**src/rtl/ranging_result_averager_defines.svh**
```systemverilog
// ----------------------------------------------------------------------------
// Ranging result averager assertion macros
// Shared helpers for the concurrent checks at the end of the top level.
// ----------------------------------------------------------------------------
`ifndef RANGING_RESULT_AVERAGER_DEFINES_SVH
`define RANGING_RESULT_AVERAGER_DEFINES_SVH

// Same-cycle implication, sampled on clock and quiet during reset.
`define RRA_ASSERT_NOW(name, ante, cons) \
   name: assert property (@(posedge clock) disable iff (reset) (ante) |-> (cons)) \
      else $error("ranging_result_averager check failed");

// Next-cycle implication, sampled on clock and quiet during reset.
`define RRA_ASSERT_NEXT(name, ante, cons) \
   name: assert property (@(posedge clock) disable iff (reset) (ante) |=> (cons)) \
      else $error("ranging_result_averager check failed");

`endif

```
**src/rtl/rra_pkg.sv**
```systemverilog
// ----------------------------------------------------------------------------
// Ranging result averager package
// Payload types, control and status bundles and fixed constants.
// ----------------------------------------------------------------------------
`timescale 1ns / 1ps
`default_nettype none

package rra_pkg;

   // Distance codes.
   localparam logic [15:0] DIST_MAX     = 16'hFFFE;
   localparam logic [15:0] DIST_NONE    = 16'hFFFF;
   localparam logic [15:0] PERIOD_RESET = 16'd1500;

   // Status codes.
   localparam logic [1:0] STATUS_NONE  = 2'd0;
   localparam logic [1:0] STATUS_VALID = 2'd1;
   localparam logic [1:0] STATUS_FAIL  = 2'd2;

   // Register port: address width and register indexes (byte address / 4).
   localparam int CSR_ADDR_W = 4;
   localparam logic [1:0] CSR_IDX_ENABLE = 2'd0;
   localparam logic [1:0] CSR_IDX_OFFSET = 2'd1;
   localparam logic [1:0] CSR_IDX_PERIOD = 2'd2;

   typedef struct packed {
      logic [31:0] now_ms;
      logic        responder_known;
      logic        result_valid;
      logic [31:0] session_count;
      logic [31:0] raw_distance_cm;
      logic [31:0] failure_count;
      logic        engine_busy;
   } req_payload_type;

   typedef struct packed {
      logic [15:0] distance_cm;
      logic [15:0] mean_raw_cm;
      logic [1:0]  status;
      logic        start_measure;
   } rsp_payload_type;

   // Commands from the controller to the datapath.
   typedef struct packed {
      logic accept;
      logic sum_step;
      logic div_start;
      logic div_step;
      logic finish;
      logic out_load;
   } rra_cmd_type;

   // Status from the datapath to the controller.
   typedef struct packed {
      logic take;
      logic sum_done;
      logic div_done;
   } rra_stat_type;

endpackage

`default_nettype wire

```
**src/rtl/ranging_result_averager.sv**
```systemverilog
// ----------------------------------------------------------------------------
// Ranging result averager
// Moving average of ranging distances with offset, status and scheduling.
// ----------------------------------------------------------------------------
// Usage:
// Each input item on the req_ channel is one tick: time plus a snapshot of
// the ranging engine. Every accepted item yields exactly one result item on
// the rsp_ channel, in order. Items move when valid is high and stall low.
// A tick with no new session goes from idle straight to the output state,
// where its result is loaded once the output register is free. A tick
// with a new session writes the history, sums the filled entries one per
// cycle, divides with a one-bit-per-cycle restoring divider, then applies
// the offset in the finish state and loads the result in the output state.
// The input stall drops the cycle after the load, so a new item is taken
// only once the result of the last one has been loaded. A stalled receiver
// holds the result in the output register while one further item can be
// accepted and worked on up to its own load. Reset clears the schedule,
// counters and status; the distance reads 65535 until the first session.
// Registers are written over the csr_ port: enable at 0x0, offset at 0x4,
// period at 0x8. The user must write them only while the block is idle;
// the block itself does not enforce this.
// ----------------------------------------------------------------------------
`timescale 1ns / 1ps
`default_nettype none
`include "ranging_result_averager_defines.svh"

module ranging_result_averager #(
   parameter int HISTORY_DEPTH = 5
) (
   input  wire logic                             clock,
   input  wire logic                             reset,
   input  wire logic                             req_valid,
   output logic                                  req_stall,
   input  wire rra_pkg::req_payload_type         req_data,
   output logic                                  rsp_valid,
   input  wire logic                             rsp_stall,
   output rra_pkg::rsp_payload_type              rsp_data,
   input  wire logic                             csr_psel,
   input  wire logic                             csr_penable,
   input  wire logic                             csr_pwrite,
   input  wire logic [rra_pkg::CSR_ADDR_W-1:0]   csr_paddr,
   input  wire logic [31:0]                      csr_pwdata,
   output logic [31:0]                           csr_prdata,
   output logic                                  csr_pready
);
   import rra_pkg::*;

   logic         enable_ff;
   logic [10:0]  offset_ff;
   logic [15:0]  period_ff;
   logic         csr_wr;
   logic [1:0]   csr_idx;
   rra_cmd_type  cmd;
   rra_stat_type stat;
   logic         rsp_is_none;
   logic         rsp_is_valid;

   assign csr_pready = 1'b1;
   assign csr_wr     = csr_psel && csr_penable && csr_pwrite;
   assign csr_idx    = csr_paddr[3:2];

   // Register writes.
   always_ff @(posedge clock) begin
      if (reset) begin
         enable_ff <= 1'b0;
         offset_ff <= '0;
         period_ff <= PERIOD_RESET;
      end else if (csr_wr) begin
         unique case (csr_idx)
            CSR_IDX_ENABLE: enable_ff <= csr_pwdata[0];
            CSR_IDX_OFFSET: offset_ff <= csr_pwdata[10:0];
            CSR_IDX_PERIOD: period_ff <= csr_pwdata[15:0];
            default: begin
            end
         endcase
      end
   end

   // Register reads.
   always_comb begin
      unique case (csr_idx)
         CSR_IDX_ENABLE: csr_prdata = {31'd0, enable_ff};
         CSR_IDX_OFFSET: csr_prdata = {21'd0, offset_ff};
         CSR_IDX_PERIOD: csr_prdata = {16'd0, period_ff};
         default:        csr_prdata = '0;
      endcase
   end

   rra_ctrl u_ctrl (
      .clock     (clock),
      .reset     (reset),
      .req_valid (req_valid),
      .req_stall (req_stall),
      .rsp_valid (rsp_valid),
      .rsp_stall (rsp_stall),
      .stat      (stat),
      .cmd       (cmd)
   );

   rra_datapath #(
      .HISTORY_DEPTH (HISTORY_DEPTH)
   ) u_datapath (
      .clock      (clock),
      .reset      (reset),
      .cmd        (cmd),
      .stat       (stat),
      .req_data   (req_data),
      .cfg_enable (enable_ff),
      .cfg_offset (offset_ff),
      .cfg_period (period_ff),
      .rsp_data   (rsp_data)
   );

   // Status of the result item on offer.
   assign rsp_is_none  = rsp_valid && (rsp_data.status == STATUS_NONE);
   assign rsp_is_valid = rsp_valid && (rsp_data.status == STATUS_VALID);

   // An accepted item keeps the block busy in the following cycle.
   `RRA_ASSERT_NEXT(a_busy_after_accept, req_valid && !req_stall, req_stall)
   // With no session seen yet the distance reads as none.
   `RRA_ASSERT_NOW(a_none_means_no_distance, rsp_is_none, rsp_data.distance_cm == DIST_NONE)
   // A valid status always carries a clamped distance.
   `RRA_ASSERT_NOW(a_valid_has_distance, rsp_is_valid, rsp_data.distance_cm != DIST_NONE)

endmodule

`default_nettype wire

```
**src/rtl/rra_ctrl.sv**
```systemverilog
// ----------------------------------------------------------------------------
// Ranging result averager controller
// Sequences accept, history sum, division, finish and result hand-off.
// ----------------------------------------------------------------------------
`timescale 1ns / 1ps
`default_nettype none

module rra_ctrl (
   input  wire logic                  clock,
   input  wire logic                  reset,
   input  wire logic                  req_valid,
   output logic                       req_stall,
   output logic                       rsp_valid,
   input  wire logic                  rsp_stall,
   input  wire rra_pkg::rra_stat_type stat,
   output rra_pkg::rra_cmd_type       cmd
);
   import rra_pkg::*;

   typedef enum logic [4:0] {
      ST_IDLE = 5'b00001,
      ST_SUM  = 5'b00010,
      ST_DIV  = 5'b00100,
      ST_FIN  = 5'b01000,
      ST_OUT  = 5'b10000
   } state_type;

   state_type state_ff, state_in;
   logic      rsp_valid_ff, rsp_valid_in;
   logic      out_free;

   // The output register is free when empty or being taken this cycle.
   assign out_free  = !rsp_valid_ff || !rsp_stall;
   assign req_stall = (state_ff != ST_IDLE);
   assign rsp_valid = rsp_valid_ff;

   // Next state and commands.
   always_comb begin
      state_in = state_ff;
      cmd      = '0;
      unique case (state_ff)
         ST_IDLE: begin
            if (req_valid) begin
               cmd.accept = 1'b1;
               state_in   = stat.take ? ST_SUM : ST_OUT;
            end
         end
         ST_SUM: begin
            if (stat.sum_done) begin
               cmd.div_start = 1'b1;
               state_in      = ST_DIV;
            end else begin
               cmd.sum_step = 1'b1;
            end
         end
         ST_DIV: begin
            if (stat.div_done) begin
               state_in = ST_FIN;
            end else begin
               cmd.div_step = 1'b1;
            end
         end
         ST_FIN: begin
            cmd.finish = 1'b1;
            state_in   = ST_OUT;
         end
         ST_OUT: begin
            if (out_free) begin
               cmd.out_load = 1'b1;
               state_in     = ST_IDLE;
            end
         end
         default: begin
            state_in = ST_IDLE;
         end
      endcase
   end

   // The result valid flag follows loads and takes.
   always_comb begin
      rsp_valid_in = rsp_valid_ff;
      if (cmd.out_load) begin
         rsp_valid_in = 1'b1;
      end else if (!rsp_stall) begin
         rsp_valid_in = 1'b0;
      end
   end

   always_ff @(posedge clock) begin
      if (reset) begin
         state_ff     <= ST_IDLE;
         rsp_valid_ff <= 1'b0;
      end else begin
         state_ff     <= state_in;
         rsp_valid_ff <= rsp_valid_in;
      end
   end

endmodule

`default_nettype wire

```
**src/rtl/rra_datapath.sv**
```systemverilog
// ----------------------------------------------------------------------------
// Ranging result averager datapath
// History memory, serial sum, restoring divider, offset clamp and schedule.
// ----------------------------------------------------------------------------
`timescale 1ns / 1ps
`default_nettype none

module rra_datapath #(
   parameter int HISTORY_DEPTH = 5
) (
   input  wire logic                     clock,
   input  wire logic                     reset,
   input  wire rra_pkg::rra_cmd_type     cmd,
   output rra_pkg::rra_stat_type         stat,
   input  wire rra_pkg::req_payload_type req_data,
   input  wire logic                     cfg_enable,
   input  wire logic [10:0]              cfg_offset,
   input  wire logic [15:0]              cfg_period,
   output rra_pkg::rsp_payload_type      rsp_data
);
   import rra_pkg::*;

   localparam int IDX_W  = (HISTORY_DEPTH > 1) ? $clog2(HISTORY_DEPTH) : 1;
   localparam int CNT_W  = $clog2(HISTORY_DEPTH + 1);
   localparam int SUM_W  = 16 + CNT_W;
   localparam int DCNT_W = $clog2(SUM_W + 1);

   // History store; entries are written before they are ever read.
   logic [15:0] hist_mem [HISTORY_DEPTH];
   logic [15:0] rd_data_ff;

   logic [IDX_W-1:0]  wr_idx_ff, wr_idx_in;
   logic [CNT_W-1:0]  fill_ff, fill_in;
   logic [CNT_W-1:0]  cnt_ff, cnt_in;
   logic              pend_ff, pend_in;
   logic [SUM_W-1:0]  sum_ff, sum_in;
   logic [SUM_W-1:0]  quo_ff, quo_in;
   logic [CNT_W-1:0]  rem_ff, rem_in;
   logic [DCNT_W-1:0] dcnt_ff, dcnt_in;
   logic [31:0]       last_sess_ff, last_sess_in;
   logic [31:0]       last_fail_ff, last_fail_in;
   logic [31:0]       next_due_ff, next_due_in;
   logic [15:0]       filt_ff, filt_in;
   logic [15:0]       mean_ff, mean_in;
   logic [1:0]        status_ff, status_in;
   logic              start_ff;
   rsp_payload_type   rsp_ff;

   logic        active;
   logic        take;
   logic        fail_chg;
   logic        start_now;
   logic [31:0] due_diff;
   logic [15:0] raw_clamped;
   logic        rd_issue;
   logic [CNT_W:0] rem_sh;
   logic [CNT_W:0] rem_diff;
   logic        rem_fits;
   logic signed [17:0] adj;

   // Decisions on the incoming item.
   assign active      = cfg_enable && req_data.responder_known;
   assign take        = active && req_data.result_valid &&
                        (req_data.session_count != last_sess_ff);
   assign fail_chg    = req_data.failure_count != last_fail_ff;
   assign due_diff    = req_data.now_ms - next_due_ff;
   assign start_now   = active && !req_data.engine_busy && !due_diff[31];
   assign raw_clamped = (req_data.raw_distance_cm > {16'd0, DIST_MAX}) ?
                        DIST_MAX : req_data.raw_distance_cm[15:0];

   // Serial sum reads one entry per cycle; data arrives in the next cycle.
   assign rd_issue = cmd.sum_step && (cnt_ff != fill_ff);

   // One restoring division step.
   assign rem_sh   = {rem_ff, quo_ff[SUM_W-1]};
   assign rem_fits = rem_sh >= {1'b0, fill_ff};
   assign rem_diff = rem_sh - {1'b0, fill_ff};

   // Offset subtraction on the mean, clamped below.
   assign adj = $signed({2'b00, quo_ff[15:0]}) - $signed({{7{cfg_offset[10]}}, cfg_offset});

   assign stat.take     = take;
   assign stat.sum_done = (cnt_ff == fill_ff) && !pend_ff;
   assign stat.div_done = (dcnt_ff == DCNT_W'(SUM_W));

   always_comb begin
      wr_idx_in    = wr_idx_ff;
      fill_in      = fill_ff;
      last_sess_in = last_sess_ff;
      last_fail_in = last_fail_ff;
      next_due_in  = next_due_ff;
      status_in    = status_ff;
      if (cmd.accept && active) begin
         if (take) begin
            last_sess_in = req_data.session_count;
            wr_idx_in    = (wr_idx_ff == IDX_W'(HISTORY_DEPTH - 1)) ? '0 : wr_idx_ff + 1'b1;
            fill_in      = (fill_ff == CNT_W'(HISTORY_DEPTH)) ? fill_ff : fill_ff + 1'b1;
         end
         if (fail_chg) begin
            last_fail_in = req_data.failure_count;
         end
         if (take) begin
            status_in = STATUS_VALID;
         end else if (fail_chg && status_ff != STATUS_VALID) begin
            status_in = STATUS_FAIL;
         end
         if (start_now) begin
            next_due_in = req_data.now_ms + {16'd0, cfg_period};
         end
      end
   end

   // Sum sequencing.
   always_comb begin
      cnt_in  = cnt_ff;
      pend_in = pend_ff;
      sum_in  = sum_ff;
      if (cmd.accept) begin
         cnt_in  = '0;
         pend_in = 1'b0;
         sum_in  = '0;
      end else if (cmd.sum_step) begin
         pend_in = rd_issue;
         if (rd_issue) begin
            cnt_in = cnt_ff + 1'b1;
         end
         if (pend_ff) begin
            sum_in = sum_ff + {{CNT_W{1'b0}}, rd_data_ff};
         end
      end
   end

   // Divider sequencing.
   always_comb begin
      quo_in  = quo_ff;
      rem_in  = rem_ff;
      dcnt_in = dcnt_ff;
      if (cmd.div_start) begin
         quo_in  = sum_ff;
         rem_in  = '0;
         dcnt_in = '0;
      end else if (cmd.div_step) begin
         quo_in  = {quo_ff[SUM_W-2:0], rem_fits};
         rem_in  = rem_fits ? rem_diff[CNT_W-1:0] : rem_sh[CNT_W-1:0];
         dcnt_in = dcnt_ff + 1'b1;
      end
   end

   // Mean and filtered distance are committed at the end of an item with a new session.
   always_comb begin
      mean_in = mean_ff;
      filt_in = filt_ff;
      if (cmd.finish) begin
         mean_in = quo_ff[15:0];
         if (adj[17]) begin
            filt_in = 16'd0;
         end else if (adj[16:0] > {1'b0, DIST_MAX}) begin
            filt_in = DIST_MAX;
         end else begin
            filt_in = adj[15:0];
         end
      end
   end

   // History memory write and registered read.
   always_ff @(posedge clock) begin
      if (cmd.accept && take) begin
         hist_mem[wr_idx_ff] <= raw_clamped;
      end
      if (rd_issue) begin
         rd_data_ff <= hist_mem[cnt_ff[IDX_W-1:0]];
      end
   end

   // Working registers without reset.
   always_ff @(posedge clock) begin
      sum_ff <= sum_in;
      quo_ff <= quo_in;
      rem_ff <= rem_in;
      if (cmd.accept) begin
         start_ff <= start_now;
      end
      if (cmd.out_load) begin
         rsp_ff.distance_cm   <= filt_ff;
         rsp_ff.mean_raw_cm   <= mean_ff;
         rsp_ff.status        <= status_ff;
         rsp_ff.start_measure <= start_ff;
      end
   end

   // Control and filter state.
   always_ff @(posedge clock) begin
      if (reset) begin
         wr_idx_ff    <= '0;
         fill_ff      <= '0;
         cnt_ff       <= '0;
         pend_ff      <= 1'b0;
         dcnt_ff      <= '0;
         last_sess_ff <= '0;
         last_fail_ff <= '0;
         next_due_ff  <= '0;
         filt_ff      <= DIST_NONE;
         mean_ff      <= '0;
         status_ff    <= STATUS_NONE;
      end else begin
         wr_idx_ff    <= wr_idx_in;
         fill_ff      <= fill_in;
         cnt_ff       <= cnt_in;
         pend_ff      <= pend_in;
         dcnt_ff      <= dcnt_in;
         last_sess_ff <= last_sess_in;
         last_fail_ff <= last_fail_in;
         next_due_ff  <= next_due_in;
         filt_ff      <= filt_in;
         mean_ff      <= mean_in;
         status_ff    <= status_in;
      end
   end

   assign rsp_data = rsp_ff;

endmodule

`default_nettype wire

```
**config.mk**
```make
export PLATFORM = sky130hd
export DESIGN_NAME = ranging_result_averager
export DESIGN_NICKNAME = d
export VERILOG_FILES = /design/src/rtl/rra_pkg.sv /design/src/rtl/ranging_result_averager.sv /design/src/rtl/rra_ctrl.sv /design/src/rtl/rra_datapath.sv
export VERILOG_INCLUDE_DIRS = /design/src /design/src/rtl
export SDC_FILE = /design/constraint.sdc
export NUM_CORES = 1
export LEC_CHECK = 0
export BUFFER_PORTS_ARGS = -buffer_cell sky130_fd_sc_hd__buf_2
export CAP_MARGIN = 20
export CELL_PAD_IN_SITES_DETAIL_PLACEMENT = 0
export CELL_PAD_IN_SITES_GLOBAL_PLACEMENT = 2
export CORE_MARGIN = 1.5
export CORE_UTILIZATION = 34
export CTS_BUF_LIST = sky130_fd_sc_hd__clkbuf_4 sky130_fd_sc_hd__clkbuf_8
export CTS_CLUSTER_DIAMETER = 40
export DETAILED_ROUTE_END_ITERATION = 8
export PLACE_DENSITY_LB_ADDON = 0.05
export SLEW_MARGIN = 20
export SYNTH_ARGS = -nofsm -noshare
export SYNTH_HDL_FRONTEND = slang
export SYNTH_SLANG_ARGS = --single-unit
```
**constraint.sdc**
```tcl
create_clock -name clock -period 2.92 [get_ports clock]
set_input_delay 0.292 -clock clock [delete_from_list [all_inputs] [get_ports clock]]
set_output_delay 0.292 -clock clock [all_outputs]
set_load 0.005 [all_outputs]
```
# ---- After elaboration in Yosys (flattened, before gate mapping)
# Memory sizes are Yosys's and may differ from the RTL's. A register that Yosys moved wholly into a read port is not among the register bits.
# Index checks and enable logic that the tools add are counted.
dict set report classes {
  addsub 9
  n_reduce_logical 34
  n_eq_ne 21
  bitwise 1
  muxes 30
  magnitude_cmp 3
}
# cell n
set op_table {}
lappend op_table {{32-bit != test} 2}
lappend op_table {{16-bit 2-to-1 mux} 3}
lappend op_table {{16-bit case mux with 3 select lines} 1}
lappend op_table {{19-bit 2-to-1 mux} 2}
lappend op_table {{32-bit by 16-bit adder with 32-bit output} 1}
lappend op_table {{32-bit by 16-bit greater-than comparator with 1-bit output (second input constant)} 1}
lappend op_table {{32-bit subtractor} 1}
lappend op_table {{5-bit 2-to-1 mux} 5}
lappend op_table {{5-bit case mux with 5 select lines} 1}
lappend op_table {{19-bit by 16-bit adder with 19-bit output} 1}
lappend op_table {{2-bit AND reduction} 9}
lappend op_table {{17-bit by 11-bit subtractor with 18-bit output} 1}
lappend op_table {{17-bit by 16-bit greater-than comparator with 1-bit output (second input constant)} 1}
lappend op_table {{1-bit 2-to-1 mux} 13}
lappend op_table {{1-bit logical AND} 12}
lappend op_table {{5-bit equality test (second input constant)} 2}
lappend op_table {{3-bit by 1-bit adder with 3-bit output (second input constant)} 3}
lappend op_table {{3-bit equality test (second input constant)} 2}
lappend op_table {{2-bit 2-to-1 mux} 3}
lappend op_table {{3-bit 2-to-1 mux} 2}
lappend op_table {{2-bit by 1-bit != test with 1-bit output (second input constant)} 3}
lappend op_table {{2-bit != test (second input constant)} 3}
lappend op_table {{5-bit by 1-bit adder with 5-bit output (second input constant)} 1}
lappend op_table {{5-bit by 1-bit equality test with 1-bit output (second input constant)} 1}
lappend op_table {{18 further kinds} 24}
dict set report totals {
  input_bits 174
  n_memories 1
  ramBits 80
  ff_bits 256
}
# name depth width rd rd_clocked_by_memory_dff write_ports line_no
set memory_table {}
lappend memory_table {u_datapath.hist_mem 5 16 1 1 1 rra_datapath.sv:29} ;# logic [15:0] hist_mem [HISTORY_DEPTH];

# ---- Logic depth before layout (Yosys ltp)
dict set report logic_depth {
  word_depth 6
  mapped_depth 13
  mapped_depth_nobuf 11
}

# ---- Cells and area by module
# A second synthesis with hierarchy kept.
dict set report unflattened {
  hier_cells 1688
  hier_area_um2 17961.0
}
# module cells_each instances area_each_um2
set by_module_without_submodules {}
lappend by_module_without_submodules {rra_datapath 1484 1 16087.9}
lappend by_module_without_submodules {ranging_result_averager 161 1 1532.7}
lappend by_module_without_submodules {rra_ctrl 43 1 340.3}

# ---- Worst setup path before layout
# OpenSTA, ideal clock, no wires.
dict set report synth_path {
  path_type {flip-flop to flip-flop}
  start {reg u_datapath.quo_ff[0]}
  end {reg u_datapath.filt_ff[0]}
  stages_incl_launch_ff 13
  required_ps 2804
  arrival_time_ps 2767
  period_less_slack_ps 2882
  setup_ps 116
  path_slack_ps 38
  cell_sequence {edfxtp_1 -> inv_1 -> ha_1 -> fa_1 -> nor2b_1 -> o31ai_1 -> a21oi_2 -> o21ai_0 -> o221a_1 -> a2111o_1 -> o41a_1 -> buf_2 -> a31o_1}
}
dict set report synth_via {
  elab_chain_cells 4
}
# item line_no
set synth_rtl {}
lappend synth_rtl {{from (decl)} rra_datapath.sv:37} ;# logic [SUM_W-1:0] quo_ff, quo_in;
lappend synth_rtl {{from (signal assigned)} rra_datapath.sv:178} ;# quo_ff <= quo_in;
lappend synth_rtl {{17-bit by 11-bit subtractor with 18-bit output *} rra_datapath.sv:80} ;# assign adj = $signed({2'b00, quo_ff[15:0]}) - $signed({{7{cfg_offset[10]}}, cfg_offset});
lappend synth_rtl {{17-bit by 16-bit greater-than comparator with 1-bit output} rra_datapath.sv:157} ;# end else if (adj[16:0] > {1'b0, DIST_MAX}) begin
lappend synth_rtl {{16-bit 2-to-1 mux} rra_datapath.sv:157}
lappend synth_rtl {{16-bit 2-to-1 mux *} rra_datapath.sv:155} ;# if (adj[17]) begin
lappend synth_rtl {{to (signal assigned)} rra_datapath.sv:214} ;# filt_ff <= filt_in;
lappend synth_rtl {{to (decl)} rra_datapath.sv:43} ;# logic [15:0] filt_ff, filt_in;
# Mark *: on every way between the ends. The rest lies on a longest branch, timed or not.
# A chain may end at the register's enable or synchronous reset.

# ---- Worst setup path in the final report
dict set report layout_path {
  start {reg u_datapath.quo_ff[2]}
  end {reg u_datapath.filt_ff[5]}
}
# Same word-level chain as after synthesis.

==> out/summary.json <==
{
  "synth_largest_area_cell": {"value": "sky130_fd_sc_hd__edfxtp_1"},
  "worst_vdd_drop": {"value": 0.2792, "unit": "mV"},
  "synth-compound-area-share": {"value": 12.43, "unit": "%"},
  "gr-usage-all-layers": {"value": 18.08, "unit": "%"},
  "numClockSinks": {"value": 352},
  "maxSlewHeadroom": {"value": 45.10, "unit": "%"},
  "fillers": {"value": 4980},
  "synth_seq_area_share": {"value": 48.50, "unit": "%"},
  "yosys.area_share.xor_xnor": {"value": 5.957, "unit": "%"},
  "upper_clock_frequency_limit": {"value": 342.6, "unit": "MHz"},
  "layout_worst_path_cycle_share": {"value": 99.97, "unit": "%"},
  "finalClockSkew": {"value": 0.02790, "unit": "ns"},
  "timing.max_cap.violations": {"value": 0},
  "wl": {"value": 48380, "unit": "um"},
  "cp_data_arrival_time": {"value": 3.49, "unit": "ns"},
  "critical_path.n_buffers_inverters": {"value": 3},
  "clockRootBuffer": {"value": "sky130_fd_sc_hd__clkbuf_8"},
  "drt-vias-per-instance": {"value": 4.878},
  "hp_class": {"value": "in2reg"},
  "drt_first_pass_iters": {"value": 5},
  "cp.required": {"value": 3.49, "unit": "ns"},
  "timing.final.setup_violations": {"value": 0},
  "h-tree-depth": {"value": 3},
  "biggest_fanout_along_the_worst_timing_path": {"value": 5},
  "worstSetupEndpointType": {"value": "flip-flop"},
  "antenna_found_initial": {"value": 2},
  "net-switching-power": {"value": 0.003065, "unit": "W"},
  "power_report.internal_total": {"value": 0.009032, "unit": "W"},
  "avgRoutedWirePerCell": {"value": 16.57, "unit": "um"},
  "multi_input_area": {"value": 8748, "unit": "um^2"},
  "setup.reg_to_reg.worst_slack": {"value": 0.0009, "unit": "ns"},
  "grt_start_max_net_pins": {"value": 117},
  "floorplan.die_area": {"value": 53270, "unit": "um^2"},
  "ioPinCount": {"value": 244},
  "grt_setup_unrepaired": {"value": "yes"},
  "endpoint": {"value": "u_datapath.filt_ff[5]"},
  "worst_skew_pair.late_latency": {"value": 0.66, "unit": "ns"},
  "library_cells_used_by_synthesis": {"value": 76},
  "synth_enable_flop_cells": {"value": 151},
  "r2r_end": {"value": "u_datapath.filt_ff[5]"},
  "yosys.area_share.simple": {"value": 15.27, "unit": "%"},
  "startpoint": {"value": "u_datapath.quo_ff[2]"},
  "largest_family_of_logic_cells_by_synthesized_area": {"value": "simple AND/OR/NAND/NOR gates"},
  "synth_fa_ha_area_share": {"value": 6.694, "unit": "%"},
  "number_of_i_o_port_buffers": {"value": 208},
  "setup.worst_path.start_class": {"value": "flip-flop"},
  "critPathSlowestCell": {"value": "sky130_fd_sc_hd__edfxtp_1"},
  "synthMuxAreaShare": {"value": 7.034, "unit": "%"},
  "dominant_synthesized_flop_cell": {"value": "sky130_fd_sc_hd__dfxtp_1"},
  "drive_gt1_share": {"value": 25.88, "unit": "%"},
  "cp_slowest_stage_delay": {"value": 0.43, "unit": "ns"},
  "grt-ovfl-total": {"value": 0},
  "slew_violations": {"value": 0},
  "drcViolationCount": {"value": 0},
  "power.density_cell_area": {"value": 522.3, "unit": "nW/um^2"},
  "routed-via-count": {"value": 14240},
  "gp_congestion": {"value": 0.8104},
  "drt_iter0_markers": {"value": 583},
  "comb_power_share": {"value": 10.7, "unit": "%"},
  "instances_no_fill": {"value": 2920},
  "hpwlAfterDp": {"value": 34270, "unit": "um"},
  "netlist_top_cells_area": {"value": "sky130_fd_sc_hd__edfxtp_1 (26%), sky130_fd_sc_hd__dfxtp_1 (23%), sky130_fd_sc_hd__ha_1 (6.2%), sky130_fd_sc_hd__xnor2_1 (5.0%), sky130_fd_sc_hd__nand2_1 (4.5%)"},
  "clk_transition_reported_paths": {"value": 0.06, "unit": "ns"},
  "p_leak": {"value": 8.972, "unit": "nW"},
  "first_global_vias": {"value": 14100},
  "critPathTopFamily": {"value": "compound AO/OA/AOI/OAI gates"},
  "max_root_sink_buffers": {"value": 3},
  "critical_path.cell_chain": {"value": "ha_4 -> buf_4 -> o21a_1 -> o31a_4 -> o21a_4 -> buf_4 -> nor2b_1 -> o21bai_1 -> a2111o_1 -> buf_4 -> o41a_1 -> o2111ai_1"},
  "finish.net_count": {"value": 2447},
  "outcome": {"value": "finished clean"},
  "synth.cell_area": {"value": 17640, "unit": "um^2"},
  "die-width": {"value": 230.8, "unit": "um"},
  "wire_length_of_the_first_global_routing_pass": {"value": 75880, "unit": "um"},
  "reg2reg_from": {"value": "u_datapath.quo_ff[2]"},
  "synth_seq_cells": {"value": 352},
  "register_area": {"value": 8563, "unit": "um^2"},
  "synth_top_cell_area_share": {"value": 25.70, "unit": "%"},
  "ant_nets": {"value": 0},
  "fp.dieH": {"value": 230.8, "unit": "um"},
  "synthToLayoutAreaGrowth": {"value": 31.27, "unit": "%"},
  "postSynthAreaPerCell": {"value": 10.17, "unit": "um^2"},
  "critical_path_cell_count": {"value": 12},
  "layout_min_cycle_time": {"value": 2.919, "unit": "ns"},
  "max_slew.worst_pin.slew": {"value": 0.8226, "unit": "ns"},
  "placedCellCount": {"value": 2680},
  "seq_power_share": {"value": 43.6, "unit": "%"},
  "start_util": {"value": 34.39, "unit": "%"},
  "core_region_area": {"value": 51300, "unit": "um^2"},
  "worst-setup-path-type": {"value": "reg2reg"},
  "netlist_instances": {"value": 1735},
  "crit_top_cell": {"value": "sky130_fd_sc_hd__buf_4"},
  "r2r_cells": {"value": 12},
  "placementRows": {"value": 83},
  "clkPwrFrac": {"value": 45.7, "unit": "%"},
  "tritoncts.num_buffers": {"value": 73},
  "hold_path.startpoint": {"value": "req_data[36]"},
  "final-hold-violation-count": {"value": 0},
  "tritoncts": {"value": "done"},
  "yosysWarnings": {"value": 0},
  "power.switching_fraction": {"value": 25.33, "unit": "%"},
  "ys_async_sr_fraction": {"value": 0, "unit": "%"},
  "setup_total_negative_slack": {"value": 0, "unit": "ns"}
}
-- metal layers --
layer  global-route usage [%]  share of wire, %  vias to the layer above
met4                    6.679               2.9                        0
met1                    23.55                47                     6702
met5                        0                 0                        -
li1                         -                 -                     7163
met2                    29.54                47                      280
met3                    3.693               3.9                       98
-- synth_stat cells (48+ instances only) --
library cell and count:
sky130_fd_sc_hd__xnor2_1 100, sky130_fd_sc_hd__a21oi_1 116, sky130_fd_sc_hd__o21ai_0 52, sky130_fd_sc_hd__inv_1 66
sky130_fd_sc_hd__clkbuf_1 53, sky130_fd_sc_hd__ha_1 88, sky130_fd_sc_hd__nand3_1 48, sky130_fd_sc_hd__nor2_1 124
sky130_fd_sc_hd__dfxtp_1 201, sky130_fd_sc_hd__mux2i_1 70, sky130_fd_sc_hd__edfxtp_1 151, sky130_fd_sc_hd__nand2_1 213
-- logic make-up (layout without fill, tap and decap cells) --
group / after synthesis / in the layout
AOI/OAI and AO/OA: 330 / 331
xor gates and xnor gates: 120 / 120
adders and majority gates: 92 / 92
buffers and inverters: 161 / 647
DFF: 352 / 352
muxes: 102 / 102
other: 2 / 20
and+or+nand+nor: 576 / 576
-- registers in the layout (all words and copies together), names as in the netlist --
register and cells:
period_ff 16, u_datapath.cnt_ff 3, offset_ff 11, u_datapath.quo_ff 19, u_datapath.next_due_ff 32, u_datapath.pend_ff 1
u_datapath.hist_mem 80, u_datapath.wr_idx_ff 3, u_ctrl.state_ff 5, u_datapath.sum_ff 19, u_datapath.fill_ff 3, u_datapath.rem_ff 3
u_datapath.last_fail_ff 32, u_datapath.rsp_data 35, u_ctrl.rsp_valid 1, u_datapath.status_ff 2, u_datapath.mean_ff 16, u_datapath.last_sess_ff 32
u_datapath.dcnt_ff 5, enable_ff 1, u_datapath.filt_ff 16, u_datapath.start_ff 1, u_datapath.rd_data_ff 16
-- cell usage in the layout, fill, tap and decap left out, types with 20 or more instances in the layout --
master / count
sky130_fd_sc_hd__nand2_1: 213
sky130_fd_sc_hd__edfxtp_1: 151
sky130_fd_sc_hd__xor2_1: 20
sky130_fd_sc_hd__or3_1: 21
sky130_fd_sc_hd__inv_1: 64
sky130_fd_sc_hd__dlygate4sd3_1: 98
sky130_fd_sc_hd__nor2_1: 122
sky130_fd_sc_hd__mux2i_1: 70
sky130_fd_sc_hd__clkbuf_8: 87
sky130_fd_sc_hd__o21ai_0: 46
sky130_fd_sc_hd__nor3_1: 41
sky130_fd_sc_hd__ha_1: 83
sky130_fd_sc_hd__a211oi_1: 20
sky130_fd_sc_hd__dfxtp_1: 197
sky130_fd_sc_hd__nand3_1: 48
sky130_fd_sc_hd__nand4_1: 41
sky130_fd_sc_hd__xnor2_1: 97
sky130_fd_sc_hd__buf_4: 137
sky130_fd_sc_hd__buf_2: 207
sky130_fd_sc_hd__a21oi_1: 112
-- worst reg2reg max path: stages (launching register included) --
cell                        delay (ns)
sky130_fd_sc_hd__edfxtp_1         0.43
sky130_fd_sc_hd__ha_4             0.30
sky130_fd_sc_hd__buf_4            0.11
sky130_fd_sc_hd__o21a_1           0.13
sky130_fd_sc_hd__o31a_4           0.18
sky130_fd_sc_hd__o21a_4           0.19
sky130_fd_sc_hd__buf_4            0.14
sky130_fd_sc_hd__nor2b_1          0.14
sky130_fd_sc_hd__o21bai_1         0.09
sky130_fd_sc_hd__a2111o_1         0.39
sky130_fd_sc_hd__buf_4            0.15
sky130_fd_sc_hd__o41a_1           0.38
sky130_fd_sc_hd__o2111ai_1        0.20
-- area by class of cell --
type | instances | area share [%]
clock inverters | 27 | 1.064
inverters | 67 | 1.086
well taps | 680 | 3.673
clock buffers | 104 | 5.721
diodes | 3 | 0.03241
repair buffers | 449 | 13.68
flip-flops and latches | 352 | 36.97
multi-input cells | 1238 | 37.77
-- how the worst min path moves through the flow --
stage                                 end  depth (start not counted)
6_report        u_datapath.hist_mem[0][3]                          2
4_1_cts        u_datapath.next_due_ff[20]                          3
3_3_place_gp       u_datapath.rsp_data[0]                          0
3_5_place_dp       u_datapath.rsp_data[0]                          0
2_1_floorplan      u_datapath.rsp_data[0]                          0
5_1_grt         u_datapath.hist_mem[1][6]                          2
-- what timing repair did --
action                                  4_1_cts  5_1_grt
buffers inserted                              4        3
endpoints found under the setup margin       30       51
hold endpoints to repair                    141        0
cloned                                        1        0
pin swaps                                    15       16
resized for setup                            25       42
hold buffers                                 98        0
-- power groups by stage --
stage	clock network, W	logic [W]	registers (W)
floorplan	0	0.000644	0.00537
global placement	0	0.00115	0.00537
detailed placement	0	0.00115	0.00537
CTS	0.00574	0.00129	0.00527
global route	0.00596	0.00144	0.00528
finish	0.00553	0.00130	0.00527
-- per-stage QoR --
step / cell area [um^2] / worst slack [ns] / power (W) / hold WS [ns] / util (%)
detailed placement: 20230 / -0.2255 / 0.006521 / 0.4079 / 39.43
floorplan: 17700 / 0.03758 / 0.006009 / 0.4003 / -
CTS: 22940 / 0.001389 / 0.01230 / 0.002617 / 44.71
finish: 23160 / 0.0008615 / 0.01210 / 0.05757 / 45.15
global route: 23160 / -0.1137 / 0.01268 / 0.01387 / 45.15
global placement: 20230 / -0.1992 / 0.006520 / 0.4037 / 39.43
Power figures use the tool's default switching activity.
